<file path="config.mk">
export PLATFORM = sky130hd
export DESIGN_NAME = plit_cell
export DESIGN_NICKNAME = d
export VERILOG_FILES = /design/src/rtl/core/piecewise_linear_interp_table_macros.svh /design/src/rtl/core/plit_pkg.sv /design/src/rtl/core/plit_cell.sv
export SDC_FILE = /design/constraint.sdc
export NUM_CORES = 1
export LEC_CHECK = 0
export BUFFER_PORTS_ARGS = -buffer_cell sky130_fd_sc_hd__buf_4
export CORE_MARGIN = 2
export CORE_UTILIZATION = 41
export DETAILED_ROUTE_END_ITERATION = 6
export PLACE_DENSITY = 0.66
export SLEW_MARGIN = 20
export SYNTH_ARGS = -nofsm -noshare
export SYNTH_HDL_FRONTEND = slang
export SYNTH_SLANG_ARGS = --single-unit
</file>
<file path="constraint.sdc">
create_clock -name clk -period 6.2 [get_ports clk]
set_input_delay 0.62 -clock clk [delete_from_list [all_inputs] [get_ports clk]]
set_output_delay 0.62 -clock clk [all_outputs]
set_load 0.005 [all_outputs]
</file>
<file path="src/rtl/core/piecewise_linear_interp_table_macros.svh">
`ifndef PIECEWISE_LINEAR_INTERP_TABLE_MACROS_SVH
`define PIECEWISE_LINEAR_INTERP_TABLE_MACROS_SVH

// same-cycle implication on clk, held off during reset
`define PLIT_ASSERT_IMP(name, ante, cons) \
	name: assert property (@(posedge clk) disable iff (!arst_n) (ante) |-> (cons)) \
		else $error("plit assertion failed");

// next-cycle implication on clk, held off during reset
`define PLIT_ASSERT_NXT(name, ante, cons) \
	name: assert property (@(posedge clk) disable iff (!arst_n) (ante) |=> (cons)) \
		else $error("plit assertion failed");

`endif

</file>
<file path="src/rtl/core/plit_pkg.sv">
package plit_pkg;

	typedef enum logic [1:0] {
		REQ_LOAD  = 2'd0,
		REQ_QUERY = 2'd1,
		REQ_SCALE = 2'd2,
		REQ_NONE  = 2'd3
	} req_t;

	typedef enum logic [1:0] {
		STS_OK    = 2'd0,
		STS_EMPTY = 2'd1,
		STS_DIV0  = 2'd2,
		STS_FULL  = 2'd3
	} status_t;

	typedef enum logic [1:0] {
		CELL_HOLD,
		CELL_INSERT,
		CELL_OVERWRITE,
		CELL_ROTATE
	} cell_cmd_t;

	typedef struct packed {
		cell_cmd_t          cmd;
		logic signed [31:0] key_x;
		logic signed [31:0] new_y;
	} cell_ctrl_t;

	typedef enum logic [3:0] {
		ST_IDLE,
		ST_LOOK,
		ST_APPLY,
		ST_MUL,
		ST_QDIV,
		ST_QWAIT,
		ST_RDIV,
		ST_RWAIT,
		ST_SETTLE,
		ST_DONE
	} state_t;

	localparam logic [30:0] MAG_MAX = 31'h7FFF_FFFF;

endpackage

</file>
<file path="src/rtl/core/plit_cell.sv">
module plit_cell (
	input  logic                clk,
	input  logic                arst_n,
	input  plit_pkg::cell_ctrl_t ctrl,
	input  logic                valid,
	input  logic                left_lt,
	input  logic signed [31:0]  left_x,
	input  logic signed [31:0]  left_y,
	input  logic [30:0]         left_max,
	output logic signed [31:0]  x,
	output logic signed [31:0]  y,
	output logic                lt,
	output logic                eq,
	output logic [30:0]         max
);

	logic signed [31:0] x_q;
	logic signed [31:0] y_q;
	logic [30:0]        max_q;
	logic [31:0]        neg_y;
	logic [30:0]        mag;
	logic [30:0]        own;

	assign lt    = valid && (x_q < ctrl.key_x);
	assign eq    = valid && (x_q == ctrl.key_x);
	assign neg_y = -y_q;
	assign mag   = (y_q == 32'sh8000_0000) ? plit_pkg::MAG_MAX :
		(y_q[31] ? neg_y[30:0] : y_q[30:0]);
	assign own   = valid ? mag : 31'd0;

	always_ff @(posedge clk) begin
		unique case (ctrl.cmd)
			plit_pkg::CELL_INSERT: begin
				if (!lt) begin
					if (left_lt) begin
						x_q <= ctrl.key_x;
						y_q <= ctrl.new_y;
					end else begin
						x_q <= left_x;
						y_q <= left_y;
					end
				end
			end
			plit_pkg::CELL_OVERWRITE: begin
				if (eq) y_q <= ctrl.new_y;
			end
			plit_pkg::CELL_ROTATE: begin
				y_q <= left_y;
			end
			plit_pkg::CELL_HOLD: begin
			end
		endcase
	end

	always_ff @(posedge clk or negedge arst_n) begin
		if (!arst_n) max_q <= '0;
		else max_q <= (own > left_max) ? own : left_max;
	end

	assign x   = x_q;
	assign y   = y_q;
	assign max = max_q;

endmodule

</file>
==> results of run 1 <==
==> through the flow <==
stage	instance area [um2]	hold slack (ns)
after floorplan	6540	0.324
after global placement	8750	0.561
after detailed placement	8760	0.576
after CTS	9060	0.201
after global routing	9060	0.227
final	9060	0.196
==> where the power goes <==
group          internal [uW]  total (uW)  switching (uW)  leakage [uW]
combinational            259         480             221       0.00300
clock                    349         585             237      0.000146
sequential               740         780            40.1      0.000971
==> cells by family after synthesis <==
family / share of synthesized area (%)
multiplexers: 16.4
flip-flops: 41.3
buffers and inverters: 5.23
adder cells (fa/ha/maj): 12.3
AO/OA/AOI/OAI: 12.3
XOR/XNOR: 2.28
AND/OR/NAND/NOR: 10.3
==> cell type report <==
cell class / instances / share of cell area [%]
repair buffers: 264 / 21.9
clock inverters: 4 / 0.801
inverters: 70 / 2.90
multi-input cells: 412 / 39.1
well taps: 216 / 2.98
flip-flops and latches: 95 / 29.8
clock buffers: 10 / 2.53
==> path summary, 6_finish.rpt <==
| check | endpoint | slack, ns | depth (start not counted) |
|---|---|---|---|
| setup reg to reg | max[6] | 0.86 | 12 |
| hold reg to reg | max[0] | 0.87 | 2 |
| hold / removal | max[10] | 0.20 | 1 |
| max in group asynchronous | max[6] | 5.72 | 1 |
| min in group clk | max[9] | 0.50 | 2 |
| setup / recovery | max[6] | 0.86 | 12 |
==> sequential cells by signal, summed over array words and instances, names as in the netlist <==
| signal | flops |
|---|---|
| x | 32 |
| y | 32 |
| max | 31 |
==> Yosys cell counts (2+ instances only) <==
library cell  count  area (um2)
a31oi_1           3        18.8
nand2_1          24        90.1
xor2_1           15         131
o211ai_1          8        60.1
nor2b_1           2        12.5
nand3_1          17        85.1
o21ai_0          18        90.1
inv_1            70         263
xnor2_1           2        17.5
nor2_1           13        48.8
ha_1             64         801
o31ai_1           9        67.6
a21oi_1          29         145
mux2_2           93        1050
dfrtp_1          31         776
edfxtp_1         64        1920
or4_4             2        22.5
a21boi_0          7        52.6
a21boi_2         10         113
or4_1             3        22.5
nand4_1          17         106
nand3b_1          2        15.0
o21a_1            4        30.0
or3_1             7        43.8
nor4_1           11        68.8
nor3_1            7        35.0
nand2b_1          6        37.5
and4_1            2        17.5
a211oi_1          2        15.0
clkbuf_1         18        67.6
o41ai_1           7        61.3
o21bai_1          3        22.5
or2_2             2        12.5
a21o_1            2        15.0
==> per-layer routing <==
layer | track usage [%] | share of wire (%)
met5 | 0 | 0
met4 | 8.98 | 3.0
met3 | 5.82 | 7.5
met2 | 41.4 | 50
met1 | 26.9 | 39
==> critical path: cells and delay by family (launching register included) <==
family / cells / cell delay [ns]
muxes: 1 / 0.37
and+or+nand+nor: 3 / 1.83
DFF: 1 / 0.50
AOI/OAI and AO/OA: 6 / 1.84
adders and majority gates: 1 / 0.32
buffers and inverters: 1 / 0.37
==> impl_metrics.toml, run 1 <==
[grt]
antenna_found_initial = 0
grt_pass1_vias = 5882
grt_pass1_wl_um = 30200
grt-ovfl-total = 0
grt_use_total_pct = 23.3
grt_start_max_net_pins = 41

[cts]
path_clk_slew_ns = 0.07
ctsLongestPathBuffers = 2
clk_latency_ns = 0.35
post_cts_resized = 0
cts-root-buf = "clkbuf_16"
cts_made_buffers = 9
post_cts_buffers = 0
h-tree-depth = 3
cts.sinks = 95
cts_tree = "yes"
ctsHoldBuffers = 0

[die]
die_area_mm2 = 0.0170
die_h_um = 130
initial_utilization_pct = 41.6
io_pins = 262
die_x_um = 130
core_mm2 = 0.0157
rows = 46

[final_layout]
layout_common_cells = "264 x buf_4, 93 x mux2_2, 70 x inv_1"
final_common_cell = "buf_4"
multi_input_area_mm2 = 0.00354
antenna_cells = 0
syn2layout_area_growth_pct = 38.6
finish.utilization_pct = 57.6
fillers = 1371
final_cells = 1071
fin_nets = 1081
register_area_mm2 = 0.00270
drive_above_1_share_pct = 45.6

[route]
drc_errors = 0
ant_nets = 0
drt-initial-drc-count = 240
firstDrtPassIters = 5
routedWlPerCell_um = 18.7
vias = 5680
drt-total-wl_um = 20100
routed_via_density = 5.30

[power_and_ir_drop]
power.density_mw_per_mm2 = 204
power.total_uw = 1850
peakVddDrop_uv = 129
leakage_uw = 0.00412

[placed_design]
place_ws_ns = 0.953
dp.cells = 1057
gp_congestion = 0.997
dpl.hpwl_um = 16400
io_buffer_count = 261

[sta]
relSlewSlack_pct = 28.8
finalClockSkew_ns = 0.0119
layout_setup_ws_ns = 0.865
fin_crit_sh_pct = 86.0
rsz0062_at_grt = "false"
maxSlewViolCount = 0
worst_pin_slew_ns = 1.06
finalSetupViolCount = 0
setup-tns-final_ns = 0
hold_viol = 0
min_period_ns = 5.34
max_freq_mhz = 187

[setup_path]
start_kind = "register"
criticalPathCategory = "register to register"
crit_path_top_delay_cell = "nor4_1"
required_ns = 6.43
slowest_delay_ns = 0.80
cp.arrival_ns = 5.56
path_cells = "nor4_1 > nand4_1 > nor4_1 > o41ai_1 > a21oi_1 > ha_1 > a2111o_1 > o211ai_1 > a22oi_1 > o31ai_4 > buf_4 > mux2_2"
end_kind = "register"
critical_path.most_common_cell = "nor4_1"
startpoint = "y[10]"
r2r_start = "y[10]"
critPathMaxFanout = 17

[run]
maxCapViolCount = 0

[yosys]
synthCells = 596
ys.warnings.count = 0
ys_types = 56
synth_edf_count = 64
syn_area_per_cell_um2 = 11.0
synthArstFlopShare_pct = 32.6
synthFlopType = "edfxtp_1"
yosysSeqAreaShare_pct = 41.3
ys_ff_latch = 95
syn_nets = 825
syn_area_mm2 = 0.00654

[run_status]
status = "completed"

[worst_hold_path]
holdCritPathClass = "input pin to asynchronous set/reset pin"
Note: power is estimated with default switching activity, not from simulation.
==> run 2, diff against run 1 <==
Settings changed: CELL_PAD_IN_SITES_DETAIL_PLACEMENT set to 1, CELL_PAD_IN_SITES_GLOBAL_PLACEMENT set to 2, CORE_UTILIZATION 41 to 30, PLACE_DENSITY 0.66 to 0.79.
==> impl_metrics.toml, run 2 (synthesis gave the netlist of run 1 again) <==
[final_layout]
fillers = 2386
fin_nets = 1084
antenna_cells = 0
syn2layout_area_growth_pct = 40.3
layout_common_cells = "265 x buf_4, 93 x mux2_2, 70 x inv_1"
final_cells = 1135
final_common_cell = "buf_4"
drive_above_1_share_pct = 46.0
fin_area_mm2 = 0.00917

[route]
firstDrtPassIters = 5
vias = 5605
drt-initial-drc-count = 175
drc_errors = 0
wl_met3_um = 1800
ant_nets = 0
met2_length_um = 10800
drt-total-wl_um = 22000
top_layer_used = "met4"
routedWlPerCell_um = 19.3
m1WireLength_um = 9010
routed_via_density = 4.94

[cts]
cts-root-buf = "clkbuf_16"
clk_latency_ns = 0.35
post_cts_buffers = 0
ctsLongestPathBuffers = 2
h-tree-depth = 3
ctsHoldBuffers = 0
post_cts_resized = 0
cts_made_buffers = 9
cts_tree = "yes"
cts.sinks = 95
path_clk_slew_ns = 0.07

[die]
core_mm2 = 0.0212
die_h_um = 152
io_pins = 262
initial_utilization_pct = 30.8
die_x_um = 152
rows = 53
die_area_mm2 = 0.0230

[sta]
worst_pin_slew_ns = 0.849
setup-tns-final_ns = 0
finalSetupViolCount = 0
relSlewSlack_pct = 42.9
min_period_ns = 4.73
rsz0062_at_grt = "false"
finalClockSkew_ns = 0.0136
max_freq_mhz = 212
hold_viol = 0
fin_crit_sh_pct = 76.2
maxSlewViolCount = 0
holdWs_ns = 0.198

[placed_design]
dpl.hpwl_um = 18000
io_buffer_count = 261
gp_congestion = 0.827
dp.cells = 1117
placed_cell_area_mm2 = 0.00883

[grt]
grt_pass1_wl_um = 33000
grt_pass1_vias = 5955
grt_start_max_net_pins = 41
antenna_found_initial = 0
grt-ovfl-total = 0
grt_use_total_pct = 19.0

[run]
maxCapViolCount = 0

[worst_hold_path]
holdCritPathClass = "input pin to asynchronous set/reset pin"

[setup_path]
required_ns = 6.43
cp.arrival_ns = 4.96
criticalPathCategory = "register to register"
end_kind = "register"
start_kind = "register"
rr_worst_depth = 13
critPathMaxFanout = 16

[run_status]
status = "completed"

[power_and_ir_drop]
leakage_uw = 0.00414
peakVddDrop_uv = 125
power.density_mw_per_mm2 = 202
==> run 2: power breakdown <==
group | switching, uW | internal [uW]
sequential | 44.6 | 740
clock | 255 | 324
combinational | 223 | 263
total | 523 | 1330
==> run 2: layer usage <==
| metal | global-route usage [%] | up-vias |
|---|---|---|
| met1 | 22.8 | 2663 |
| met4 | 5.09 | 0 |
| met5 | 0 | - |
| li1 | - | 2735 |
| met2 | 33.4 | 189 |
| met3 | 5.66 | 18 |
==> run 2: layout make-up <==
cell class                      instances  area (um2)  area share (%)
Clock buffer                           11         243            2.65
Clock inverter                          5        55.1           0.600
Inverter                               70         263            2.86
Multi-Input combinational cell        412        3540            38.6
Sequential cell                        95        2700            29.4
Tap cell                              275         344            3.75
Timing Repair Buffer                  267        2030            22.2
==> run 2: path summary, 6_finish.rpt <==
path	endpoint	start	slack, ns
hold reg to reg	max[0]	y[0]	0.83
min in group clk	max[9]	left_max[9]	0.49
setup reg to reg	max[24]	y[10]	1.47
setup / recovery	max[24]	y[10]	1.47
hold / removal	max[9]	arst_n	0.20
max in group asynchronous	max[6]	arst_n	5.71
==> run 2: critical path, stage by stage (launching register included) <==
cell      delay, ns
edfxtp_1       0.48
nor4_1         0.56
nand4_1        0.45
or4_4          0.67
or2_4          0.35
a21boi_0       0.30
ha_1           0.32
a21oi_1        0.17
o21ai_0        0.12
o21ai_0        0.19
o211ai_1       0.15
o31ai_4        0.20
buf_4          0.29
mux2_2         0.36
==> run 2: metrics by stage <==
stage | worst slack [ns] | power, uW | utilization, %
6_report | 1.47 | 1850 | 43.2
5_1_grt | 1.17 | 1950 | 43.2
4_1_cts | 1.43 | 1870 | 43.0
3_5_place_dp | 1.44 | 1280 | 41.6
3_3_place_gp | 1.52 | 1280 | 41.6
2_1_floorplan | 1.50 | 1020 | -
