===== src/rtl/core/piecewise_linear_interp_table_macros.svh =====
`ifndef PIECEWISE_LINEAR_INTERP_TABLE_MACROS_SVH
`define PIECEWISE_LINEAR_INTERP_TABLE_MACROS_SVH

// same-cycle implication on clk, held off during reset
`define PLIT_ASSERT_IMP(name, ante, cons) \
	name: assert property (@(posedge clk) disable iff (!arst_n) (ante) |-> (cons)) \
		else $error("plit assertion failed");

// next-cycle implication on clk, held off during reset
`define PLIT_ASSERT_NXT(name, ante, cons) \
	name: assert property (@(posedge clk) disable iff (!arst_n) (ante) |=> (cons)) \
		else $error("plit assertion failed");

`endif


===== src/rtl/core/plit_div.sv =====
module plit_div (
	input  logic        clk,
	input  logic        arst_n,
	input  logic        start,
	input  logic [63:0] dividend,
	input  logic [31:0] divisor,
	output logic        busy,
	output logic        done,
	output logic [63:0] quotient
);

	logic [63:0] dvd_q;
	logic [31:0] rem_q;
	logic [31:0] dvs_q;
	logic [5:0]  cnt_q;
	logic        busy_q;
	logic        done_q;
	logic [32:0] trial;

	assign trial = {rem_q, dvd_q[63]} - {1'b0, dvs_q};

	always_ff @(posedge clk or negedge arst_n) begin
		if (!arst_n) begin
			busy_q <= 1'b0;
			done_q <= 1'b0;
			cnt_q  <= '0;
		end else begin
			done_q <= 1'b0;
			if (start) begin
				busy_q <= 1'b1;
				cnt_q  <= '0;
			end else if (busy_q) begin
				cnt_q <= cnt_q + 6'd1;
				if (cnt_q == 6'd63) begin
					busy_q <= 1'b0;
					done_q <= 1'b1;
				end
			end
		end
	end

	always_ff @(posedge clk) begin
		if (start) begin
			dvd_q <= dividend;
			dvs_q <= divisor;
			rem_q <= '0;
		end else if (busy_q) begin
			if (!trial[32]) begin
				rem_q <= trial[31:0];
				dvd_q <= {dvd_q[62:0], 1'b1};
			end else begin
				rem_q <= {rem_q[30:0], dvd_q[63]};
				dvd_q <= {dvd_q[62:0], 1'b0};
			end
		end
	end

	assign busy     = busy_q;
	assign done     = done_q;
	assign quotient = dvd_q;

endmodule


===== config.mk =====
export PLATFORM = sky130hd
export DESIGN_NAME = plit_div
export DESIGN_NICKNAME = d
export VERILOG_FILES = /design/src/rtl/core/piecewise_linear_interp_table_macros.svh /design/src/rtl/core/plit_div.sv
export SDC_FILE = /design/constraint.sdc
export NUM_CORES = 1
export LEC_CHECK = 0
export BUFFER_PORTS_ARGS = -buffer_cell sky130_fd_sc_hd__buf_2
export CAP_MARGIN = 20
export CORE_ASPECT_RATIO = 1.4
export CORE_MARGIN = 8
export CORE_UTILIZATION = 50
export CTS_CLUSTER_SIZE = 40
export DETAILED_ROUTE_END_ITERATION = 12
export PLACE_DENSITY = 0.77
export SYNTH_ARGS = -nofsm -noshare
export SYNTH_HDL_FRONTEND = slang
export SYNTH_SLANG_ARGS = --single-unit

===== constraint.sdc =====
create_clock -name clk -period 3 [get_ports clk]
set_input_delay 0 -clock clk [delete_from_list [all_inputs] [get_ports clk]]
set_output_delay 0 -clock clk [all_outputs]
set_load 0.05 [all_outputs]

==> results of run 1 <==
==> cells in the final DEF (no fill, tap or decap), types with 3 or more instances in the layout <==
master,netlist,routed
bufinv_16,0,3
buf_12,2,3
xor2_1,7,7
a31oi_1,7,6
a21oi_1,41,41
buf_2,7,163
o31ai_1,5,5
nor3_1,11,11
a21o_1,12,12
o211ai_1,6,6
and3_1,4,4
ha_1,33,32
nor2_1,43,43
clkbuf_16,0,18
and2_1,3,3
dfxtp_1,32,32
dlygate4sd3_1,0,98
nand3_1,9,9
buf_4,1,20
inv_1,40,39
inv_6,0,6
dfrtp_1,8,8
xnor2_1,21,21
o21ai_0,24,24
nand2b_1,10,9
mux2_2,65,64
edfxtp_1,96,96
nor3b_1,3,3
nor2b_1,6,6
nand4_1,10,10
o21ai_1,7,7
nand2_1,46,46
a211oi_1,20,19
o21a_1,7,7
mux2i_1,22,22
==> registers in the layout, summed over array words and instances, names as in the netlist <==
name and flops:
busy 1, cnt_q 6, done 1, dvs_q 32, quotient 64, rem_q 32
==> repair_timing <==
action / 4_1_cts / 5_1_grt
hold endpoints to repair: 104 / 0
resized for setup: 0 / 4
endpoints found under the setup margin: 0 / 20
hold buffers: 98 / 0
setup buffers: 0 / 6
==> power breakdown <==
part	switching, W	internal (W)
clock network	0.000876	0.00133
logic	0.000737	0.000461
registers	0.0000938	0.00218
==> routing by layer <==
metal  vias up  track usage (%)  wire length [um]
met5         -                0                 0
met4         0             11.6               924
met3        60             7.75              1680
met2       278             41.4             11800
met1      3111             22.8              8140
li1       3048                -                 -
==> area by class of cell <==
| type | instances | share of cell area [%] |
|---|---|---|
| Clock inverter | 15 | 1.82 |
| Clock buffer | 17 | 4.13 |
| Inverter | 40 | 1.46 |
| Sequential cell | 136 | 36.2 |
| Timing Repair Buffer | 287 | 20.0 |
| Multi-Input combinational cell | 464 | 34.1 |
| Tap cell | 192 | 2.33 |
| Antenna cell | 1 | 0.0243 |
==> worst min-delay path by stage <==
stage	slack, ns	from	endpoint
3_5_place_dp	-0.15	arst_n	cnt_q[1]
2_1_floorplan	-0.30	arst_n	busy
3_3_place_gp	-0.15	arst_n	done
4_1_cts	0.15	start	busy
5_1_grt	0.17	start	busy
6_report	0.15	start	busy
==> worst max-delay path, stage by stage (launching register included) <==
cell,delay [ns]
edfxtp_1,0.34
inv_1,0.06
ha_2,0.17
fa_2,0.35
nand2b_4,0.15
a21o_1,0.20
a211o_1,0.33
a311o_1,0.39
o211ai_4,0.11
buf_12,0.16
buf_6,0.10
mux2_4,0.30
a211oi_2,0.21
==> stage by stage <==
step	total power (W)	cell area [um2]
after CTS	0.00563	10200
after global placement	0.00333	8590
after floorplan	0.00305	7550
after global routing	0.00585	10300
final	0.00567	10300
after detailed placement	0.00334	8590
==> cell families (layout without fill, tap and decap cells) <==
group | Yosys count | after routing
AND/OR/NAND/NOR | 158 | 158
AO/OA/AOI/OAI | 156 | 157
flip-flops | 136 | 136
multiplexers | 87 | 87
buffers and inverters | 71 | 359
adder cells (fa/ha/maj) | 34 | 34
XOR/XNOR | 28 | 28
other | 0 | 1
==> summary.txt, run 1 <==
Outcome = finished clean
Layout cell share with drive strength beyond 1 = 32.0%
Final setup margin = 0.0348 ns
Critical path arrival = 3.32 ns
Row cnt = 53
Power Dens Cells = 551 nW/um2
Fin. max-slew vios = 0
Wirelength per Cell = 19.6 um
Yosys top cell area share = 38.3%
Mapped Cells = 670
Final GP Congestion = 0.908
Drt first-iter violations = 244
Synth Area in Compound Gates = 14.1%
Max frequency = 337 MHz
Die width = 120 um
Syn. warnings = 0
Top_reg_cell synth = edfxtp_1
Die area = 19300 um2
Synth-to-layout area growth = 36.9%
Final wirelength = 22.5 mm
Worst hold path class = in -> reg
R2R cell count = 12
Register area = 3720 um2
Most numerous cell in the Yosys netlist = edfxtp_1
Simple-Gate Fraction of Synth Area = 10.3%
Root buf cell = clkbuf_16
FFs w/ async S/R, synth = 5.88%
Clk_lat worst skew = 0.43 ns
Crit Path Category = reg -> reg
R2r setup slk = 0.03 ns
RSZ-0062 raised after global routing = yes
Worst vdd ir = 0.377 mV
Vias in the first global route = 6942
CP Max Fanout = 6
Post-synthesis mux area share = 12.7%
Largest family of logic cells by synthesized area = compound AO/OA/AOI/OAI gates
Post-DRT Antenna Nets = 0
Routed vias = 6497
Post-Syn Area per Cell = 11.2 um2
H-tree Lvls = 4
Multi-input logic area = 3510 um2
LEAKAGE = 4.44 nW
Post-Syn Area = 7520 um2
FF+latch count, synth = 136
Final Hold Viols = 0
Gr usage total = 22.9%
DR vias/cell = 5.64
Final setup vio count = 0
Ranking of synthesized cells by area = edfxtp_1, mux2_2, dfxtp_1, ha_1, mux2i_1
IO Port Bufs = 164
Clk slew on worst S/H paths = 0.06 ns
Placed instance count = 1013
HPWL Detailed = 14.2 mm
CP startpoint = quotient[63]
Reg-to-Reg Start = quotient[63]
Vert. Die Dim = 161 um
Residual DRC count = 0
Yosys cell types = 69
Core Area = 14900 um2
IO Pins = 165
Clk_skew = 0.00798 ns
Fill cell count = 1069
Non-filler instance count after layout = 1152
Starting Density = 50.6%
EDFF count, synth = 96
Clock tree buffer depth = 2
Largest net degree at the start of global routing = 84
Minimum clock period = 2.97 ns
Commonest cells post-synth = edfxtp_1, mux2_2, nand2_1, nor2_1, a21oi_1
Largest area contributor in the netlist = edfxtp_1
Post-synthesis sequential area ratio = 49.5%
Syn_nets = 803
Worst slew margin = 60.5%
Max-cap viol count = 0
Total congestion overflow = 0
Min-Delay Path Depth = 4
CTS tree = done
Crit path launch type = flip-flop
CP endpoint kind = flip-flop
Post-synthesis adder-cell area fraction = 5.76%
Tcrit/Tclk final = 98.8%
Worst hold slack = 0.151 ns
CP endpoint = rem_q[0]
Initial DRT Pass Iterations = 5
Initial antenna violation count = 1
Worst path required time = 3.35 ns
Sink Count = 136
First-pass GRT wire length = 34.9 mm
# nets final = 1079
Final core occ = 69.3%
RR Endpoint = rem_q[0]
CTS Buf Count = 17
Post-Synth XOR/XNOR Area = 3.26%
Measured slew at the worst slew-check pin = 0.587 ns
Setup TNS = 0 ns
Placement Setup Slack = 0.0691 ns
Power figures use the tool's default switching activity.
==> inputs of run 2 (changes only) <==
--- a/config.mk
+++ b/config.mk
@@ -12,7 +12,7 @@
 export CORE_UTILIZATION = 50
 export CTS_CLUSTER_SIZE = 40
 export DETAILED_ROUTE_END_ITERATION = 12
-export PLACE_DENSITY = 0.77
+export PLACE_DENSITY_LB_ADDON = 0.2
 export SYNTH_ARGS = -nofsm -noshare
 export SYNTH_HDL_FRONTEND = slang
 export SYNTH_SLANG_ARGS = --single-unit
==> run 2 against run 1 <==
Count of clock-buffer cells in the layout rose by 3. Combinational power barely moved. Clock skew rose by 0.0065 ns. Non-clock buffer count fell by 6. First-iteration DRC count rose by 56%. Utilization fell by 1.0 points. Setup slack improved by 0.058 ns. Via count fell by 1.9%. Sequential share of layout area rose by 0.54 points. Global-route usage fell by 0.055 points. Total power fell by 3.8%. Critical path depth fell by 1. Critical path type unchanged.
==> summary.txt, run 2 (synthesis results as in run 1) <==
Vias in the first global route = 6962 (+0.29%)
Synth-to-layout area growth = 34.8%
Number of diodes = 0 (-1)
Layout cell share with drive strength beyond 1 = 31.2% (-0.82 points)
DR vias/cell = 5.57 (-1.2%)
Power Dens Cells = 538 nW/um2 (-2.3%)
HPWL Detailed = 14.1 mm (-0.75%)
Net Sw Power = 0.00168 W (-1.9%)
Reg-to-Reg Start = dvs_q[0]
CP endpoint kind = flip-flop
Worst slew margin = 44.5% (-16 points)
Most common cell after layout, fill and taps aside = buf_2
Routed vias = 6374 (-1.9%)
First-pass GRT wire length = 35.2 mm (+0.81%)
CTS Buf Count = 17 (unchanged)
Critical Path Slowest Stage Cell = edfxtp_1
Crit Path Category = reg -> reg
Measured slew at the worst slew-check pin = 0.832 ns (+0.245 ns)
R2R cell count = 11 (-1)
Clk_lat worst skew = 0.43 ns (about the same)
Max frequency = 344 MHz (+2.0%)
Gr usage total = 22.9% (-0.055 points)
Switching Share = 30.7% (+0.59 points)
Sink Count = 136 (unchanged)
Pint = 0.00378 W (-4.6%)
Die area = 19300 um2 (unchanged)
Clock share of power = 36.9% (-1.9 points)
Worst hold path class = in -> reg
CP peak stage delay = 0.41 ns (+0.02 ns)
RR Endpoint = rem_q[31]
Final Hold Viols = 0 (unchanged)
Die width = 120 um (unchanged)
Total congestion overflow = 0 (unchanged)
Register area = 3720 um2 (unchanged)
R2r setup slk = 0.09 ns (+0.06 ns)
Outcome = finished clean
Clock tree buffer depth = 2 (unchanged)
Vert. Die Dim = 161 um (unchanged)
Final core occ = 68.3% (-1.0 points)
Worst Hold End = dvs_q[12]
Max reg flops = 64 (unchanged)
Commonest cells after routing, fill and taps aside = buf_2, dlygate4sd3_1, edfxtp_1
Seq pwr share = 41.5% (+1.4 points)
Initial DRT Pass Iterations = 6 (+1)
LEAKAGE = 4.35 nW (-2.1%)
Critical Path, Cell by Cell = ha_2 > fa_2 > nand2b_4 > a21o_1 > a211o_1 > a311o_1 > o211ai_4 > buf_4 > nor2b_1 > a41o_1 > a22o_1
IO Port Bufs = 164 (unchanged)
Post-DRT Antenna Nets = 0 (unchanged)
Wirelength per Cell = 18.9 um (-3.5%)
RSZ-0062 raised after global routing = yes
IO Pins = 165 (unchanged)
Comb pwr share = 21.6% (+0.5 points)
H-tree Lvls = 4 (unchanged)
Row cnt = 53 (unchanged)
Final GP Congestion = 0.923 (+1.6%)
Largest net degree at the start of global routing = 74 (-12%)
Critical path arrival = 3.21 ns (-0.11 ns)
Residual DRC count = 0 (unchanged)
Tcrit/Tclk final = 96.9% (-1.9 points)
Root buf cell = clkbuf_16
Fill cell count = 1112 (+4.0%)
Final wirelength = 21.6 mm (-4.1%)
Crit path launch type = flip-flop
Worst hold slack = 0.0418 ns (-0.109 ns)
Worst vdd ir = 0.395 mV (+4.8%)
Clk_skew = 0.0145 ns (+0.00655 ns)
Max-cap viol count = 0 (unchanged)
CTS tree = done
Multi-input logic area = 3490 um2 (-0.36%)
CP Max Fanout = 8 (+2)
Final setup vio count = 0 (unchanged)
Minimum clock period = 2.91 ns (-0.0579 ns)
# nets final = 1072 (-0.65%)
Initial antenna violation count = 0 (-1)
Worst path required time = 3.31 ns (-0.04 ns)
Clk slew on worst S/H paths = 0.07 ns (about the same)
Starting Density = 50.6% (unchanged)
Drt first-iter violations = 381 (+56%)
Core Area = 14900 um2 (unchanged)
Hold_sp = start
Fin. max-slew vios = 0 (unchanged)
Tot Pwr = 0.00546 W (-3.8%)
Min-Delay Path Depth = 1 (-3)
-- run 2: repair_timing --
action                                 CTS  global route
setup endpoints to repair                0            12
gates resized for setup                  0             3
endpoints found under the hold margin  104             0
buffers inserted                         0             2
hold buffers                            98             0
-- run 2: per-stage QoR --
stage	TNS (ns)	setup WS, ns	cell area (um2)	std cells
after floorplan	-0.0805	-0.0774	7550	670
after global placement	0	0.194	8580	1012
after detailed placement	0	0.107	8580	1012
after CTS	0	0.0548	10100	1142
after global routing	-0.0248	-0.0117	10100	1144
final	0	0.0927	10100	1144
-- run 2: how the worst max path moves through the flow --
stage                 startpoint     endpoint  slack (ns)  cells after the start
CTS                     dvs_q[0]    rem_q[22]        0.05                     10
global placement    quotient[63]    rem_q[22]        0.19                     11
global route            dvs_q[0]    rem_q[31]       -0.01                     11
finish                  dvs_q[0]    rem_q[31]        0.09                     11
detailed placement      dvs_q[0]    rem_q[22]        0.11                     10
floorplan           quotient[63]  quotient[0]       -0.08                     11
-- run 2: power by group through the flow --
stage | clock network (W) | registers, W | logic, W
CTS | 0.00203 | 0.00226 | 0.00116
detailed placement | 0 | 0.00229 | 0.00105
global route | 0.00212 | 0.00228 | 0.00126
floorplan | 0 | 0.00260 | 0.000449
finish | 0.00201 | 0.00226 | 0.00118
global placement | 0 | 0.00229 | 0.00104
-- run 2: routing by layer --
metal | vias up | global-route usage [%] | part of all wire (%)
met1 | 3015 | 24.1 | 37
met2 | 277 | 39.8 | 52
met4 | 0 | 10.9 | 3.4
li1 | 3021 | - | -
met3 | 61 | 8.00 | 7.2
met5 | - | 0 | 0
-- run 2: critical path: cells and delay by family, from the launching register on --
family          cells  cell delay [ns]
fa+ha+maj           2             0.57
compound gates      6             1.45
buf+inv             1             0.18
flops               1             0.41
simple gates        2             0.19
-- run 2: layout make-up --
| type | count | share of cell area [%] |
|---|---|---|
| clock inverters | 12 | 1.16 |
| well taps | 192 | 2.37 |
| multi-input cells | 463 | 34.4 |
| inverters | 40 | 1.48 |
| clock buffers | 20 | 4.31 |
| repair buffers | 281 | 19.5 |
| flip-flops and latches | 136 | 36.7 |
==> inputs of run 3 (changes only) <==
--- a/config.mk
+++ b/config.mk
@@ -9,7 +9,7 @@
 export CAP_MARGIN = 20
 export CORE_ASPECT_RATIO = 1.4
 export CORE_MARGIN = 8
-export CORE_UTILIZATION = 50
+export CORE_UTILIZATION = 40
 export CTS_CLUSTER_SIZE = 40
 export DETAILED_ROUTE_END_ITERATION = 12
 export PLACE_DENSITY_LB_ADDON = 0.2
==> run 3 against run 2 <==
Flip-flop and latch count unchanged. Total power is 3.0% higher. Maximum frequency fell by 1.8%. Global-route usage decreased by 5.3 points. Combinational power about the same. First-iteration DRC count down 4.2%. Via count is 0.19% lower. Design area up 3.6%. Sequential power about the same. Register-to-register slack worse by 0.05 ns. Critical endpoint is now rem_q[22]. Largest cell class unchanged.
==> summary.txt, run 3 (synthesis results as in run 1) <==
CTS tree = done
Fill cell count = 1546 (+39%)
Final GP Congestion = 0.901 (-2.4%)
Placed instance count = 1070 (+5.7%)
Minimum clock period = 2.96 ns (+0.0537 ns)
Wirelength per Cell = 17.8 um (-5.8%)
Final setup vio count = 0 (unchanged)
IO Pins = 165 (unchanged)
Initial DRT Pass Iterations = 5 (-1)
Clk_skew = 0.0100 ns (-0.00452 ns)
CP endpoint kind = flip-flop
Synth-to-layout area growth = 39.6%
CTS Buf Count = 17 (unchanged)
CP Max Fanout = 5 (-3)
Vert. Die Dim = 178 um (+11%)
Fin. max-slew vios = 0 (unchanged)
Critical path arrival = 3.24 ns (+0.03 ns)
Power Dens Cells = 536 nW/um2 (-0.52%)
First-pass GRT wire length = 33.1 mm (-6.0%)
RSZ-0062 raised after global routing = yes
# nets final = 1091 (+1.8%)
LEAKAGE = 4.50 nW (+3.6%)
Non-filler instance count after layout = 1215 (+6.2%)
Root buf cell = clkbuf_16
Die width = 132 um (+10%)
H-tree Lvls = 4 (unchanged)
Worst hold path class = in -> reg
Starting Density = 40.6% (-10 points)
Row cnt = 59 (+11%)
Gr usage total = 17.6% (-5.3 points)
Worst slew margin = 55.7% (+11 points)
Worst vdd ir = 0.351 mV (-11%)
Largest net degree at the start of global routing = 51 (-31%)
Measured slew at the worst slew-check pin = 0.657 ns (-0.175 ns)
Final Hold Viols = 0 (unchanged)
HPWL Detailed = 15.0 mm (+6.9%)
Crit path launch type = flip-flop
Drt first-iter violations = 365 (-4.2%)
Worst path required time = 3.28 ns (-0.03 ns)
Total congestion overflow = 0 (unchanged)
IO Port Bufs = 164 (unchanged)
Max-cap viol count = 0 (unchanged)
Tcrit/Tclk final = 98.7% (+1.8 points)
Core Area = 18500 um2 (+25%)
Post-DRT Antenna Nets = 0 (unchanged)
Commonest cells after routing, fill and taps aside = buf_2, dlygate4sd3_1, edfxtp_1
Vias in the first global route = 6565 (-5.7%)
Clock tree buffer depth = 2 (unchanged)
Layout cell share with drive strength beyond 1 = 33.6% (+2.4 points)
Residual DRC count = 0 (unchanged)
Routed vias = 6362 (-0.19%)
Clk slew on worst S/H paths = 0.07 ns (about the same)
Max reg flops = 64 (unchanged)
Final wirelength = 21.6 mm (about the same)
Sink Count = 136 (unchanged)
Die area = 23500 um2 (+22%)
DR vias/cell = 5.24 (-6.0%)
Most common cell after layout, fill and taps aside = buf_2
Crit Path Category = reg -> reg
Number of diodes = 0 (unchanged)
Outcome = finished clean
Clk_lat worst skew = 0.42 ns (about the same)
Worst hold slack = 0.138 ns (+0.0960 ns)
Initial antenna violation count = 0 (unchanged)
Max frequency = 338 MHz (-1.8%)
-- run 3: changes by cell type in the layout (fill, tap and decap cells not counted), moves of 2 or more --
| cell | change |
|---|---|
| mux2i_1 | -2 |
| clkbuf_1 | -3 |
| clkinvlp_4 | -4 |
| buf_8 | +2 |
| clkbuf_16 | +2 |
| mux2i_2 | +2 |
| inv_8 | +4 |
| buf_4 | +14 |
| o211ai_4 | +2 |
| clkinv_4 | +2 |
-- run 3: worst paths after layout --
| check | startpoint | endpoint | slack, ns | depth (start not counted) |
|---|---|---|---|---|
| max in group asynchronous | arst_n | busy | 2.16 | 3 |
| min in group asynchronous | arst_n | cnt_q[4] | 0.56 | 3 |
| min reg2reg | rem_q[29] | rem_q[29] | 0.48 | 2 |
| max reg2reg | dvs_q[0] | rem_q[22] | 0.04 | 10 |
| max | dvs_q[0] | rem_q[22] | 0.04 | 10 |
| min | start | quotient[33] | 0.14 | 2 |
-- run 3: final cells by class --
class	instances	area (um2)	area share (%)
Sequential cell	136	3720	35.5
Multi-Input combinational cell	465	3580	34.1
Timing Repair Buffer	298	2140	20.4
Clock buffer	17	425	4.05
Tap cell	244	305	2.91
Clock inverter	15	180	1.72
Inverter	40	150	1.43
-- run 3: through the flow --
stage	setup slack (ns)	util, %	setup TNS [ns]	total power [W]	instance area, um2
4_1_cts	0.0494	55.4	0	0.00564	10300
5_1_grt	-0.0580	56.7	-0.424	0.00584	10500
3_3_place_gp	0.0829	46.8	0	0.00334	8680
3_5_place_dp	0.0186	46.8	0	0.00335	8680
6_report	0.0389	56.7	0	0.00562	10500
2_1_floorplan	-0.0774	-	-0.0805	0.00305	7550
-- run 3: timing repair --
action | in CTS | in global routing
hold buffers | 98 | 0
endpoints found under the hold margin | 104 | 0
buffers inserted | 0 | 10
gates cloned | 0 | 5
pin swaps | 0 | 9
gates resized for setup | 2 | 16
setup endpoints to repair | 1 | 26
-- run 3: worst max-delay path, stage by stage, from the launching register on --
cell and delay (ns):
edfxtp_1 0.41, ha_4 0.19, fa_2 0.35, nand2b_4 0.15
a21o_1 0.19, a211o_1 0.31, a311o_2 0.49, o211ai_4 0.22
clkbuf_16 0.23, mux2i_1 0.18, a211oi_1 0.08
-- run 3: power breakdown --
part	switching (W)	internal [W]	leakage, nW
Combinational	0.000730	0.000472	2.85
Clock	0.000903	0.00126	0.301
Sequential	0.0000810	0.00218	1.36
Total	0.00171	0.00391	4.50
-- run 3: routing by layer --
metal / share of wire, % / up-vias / global-route usage [%]
met2: 53 / 203 / 32.6
li1: - / 3078 / -
met1: 39 / 3045 / 18.0
met3: 6.1 / 36 / 5.64
met5: 0 / - / 0
met4: 2.3 / 0 / 7.20
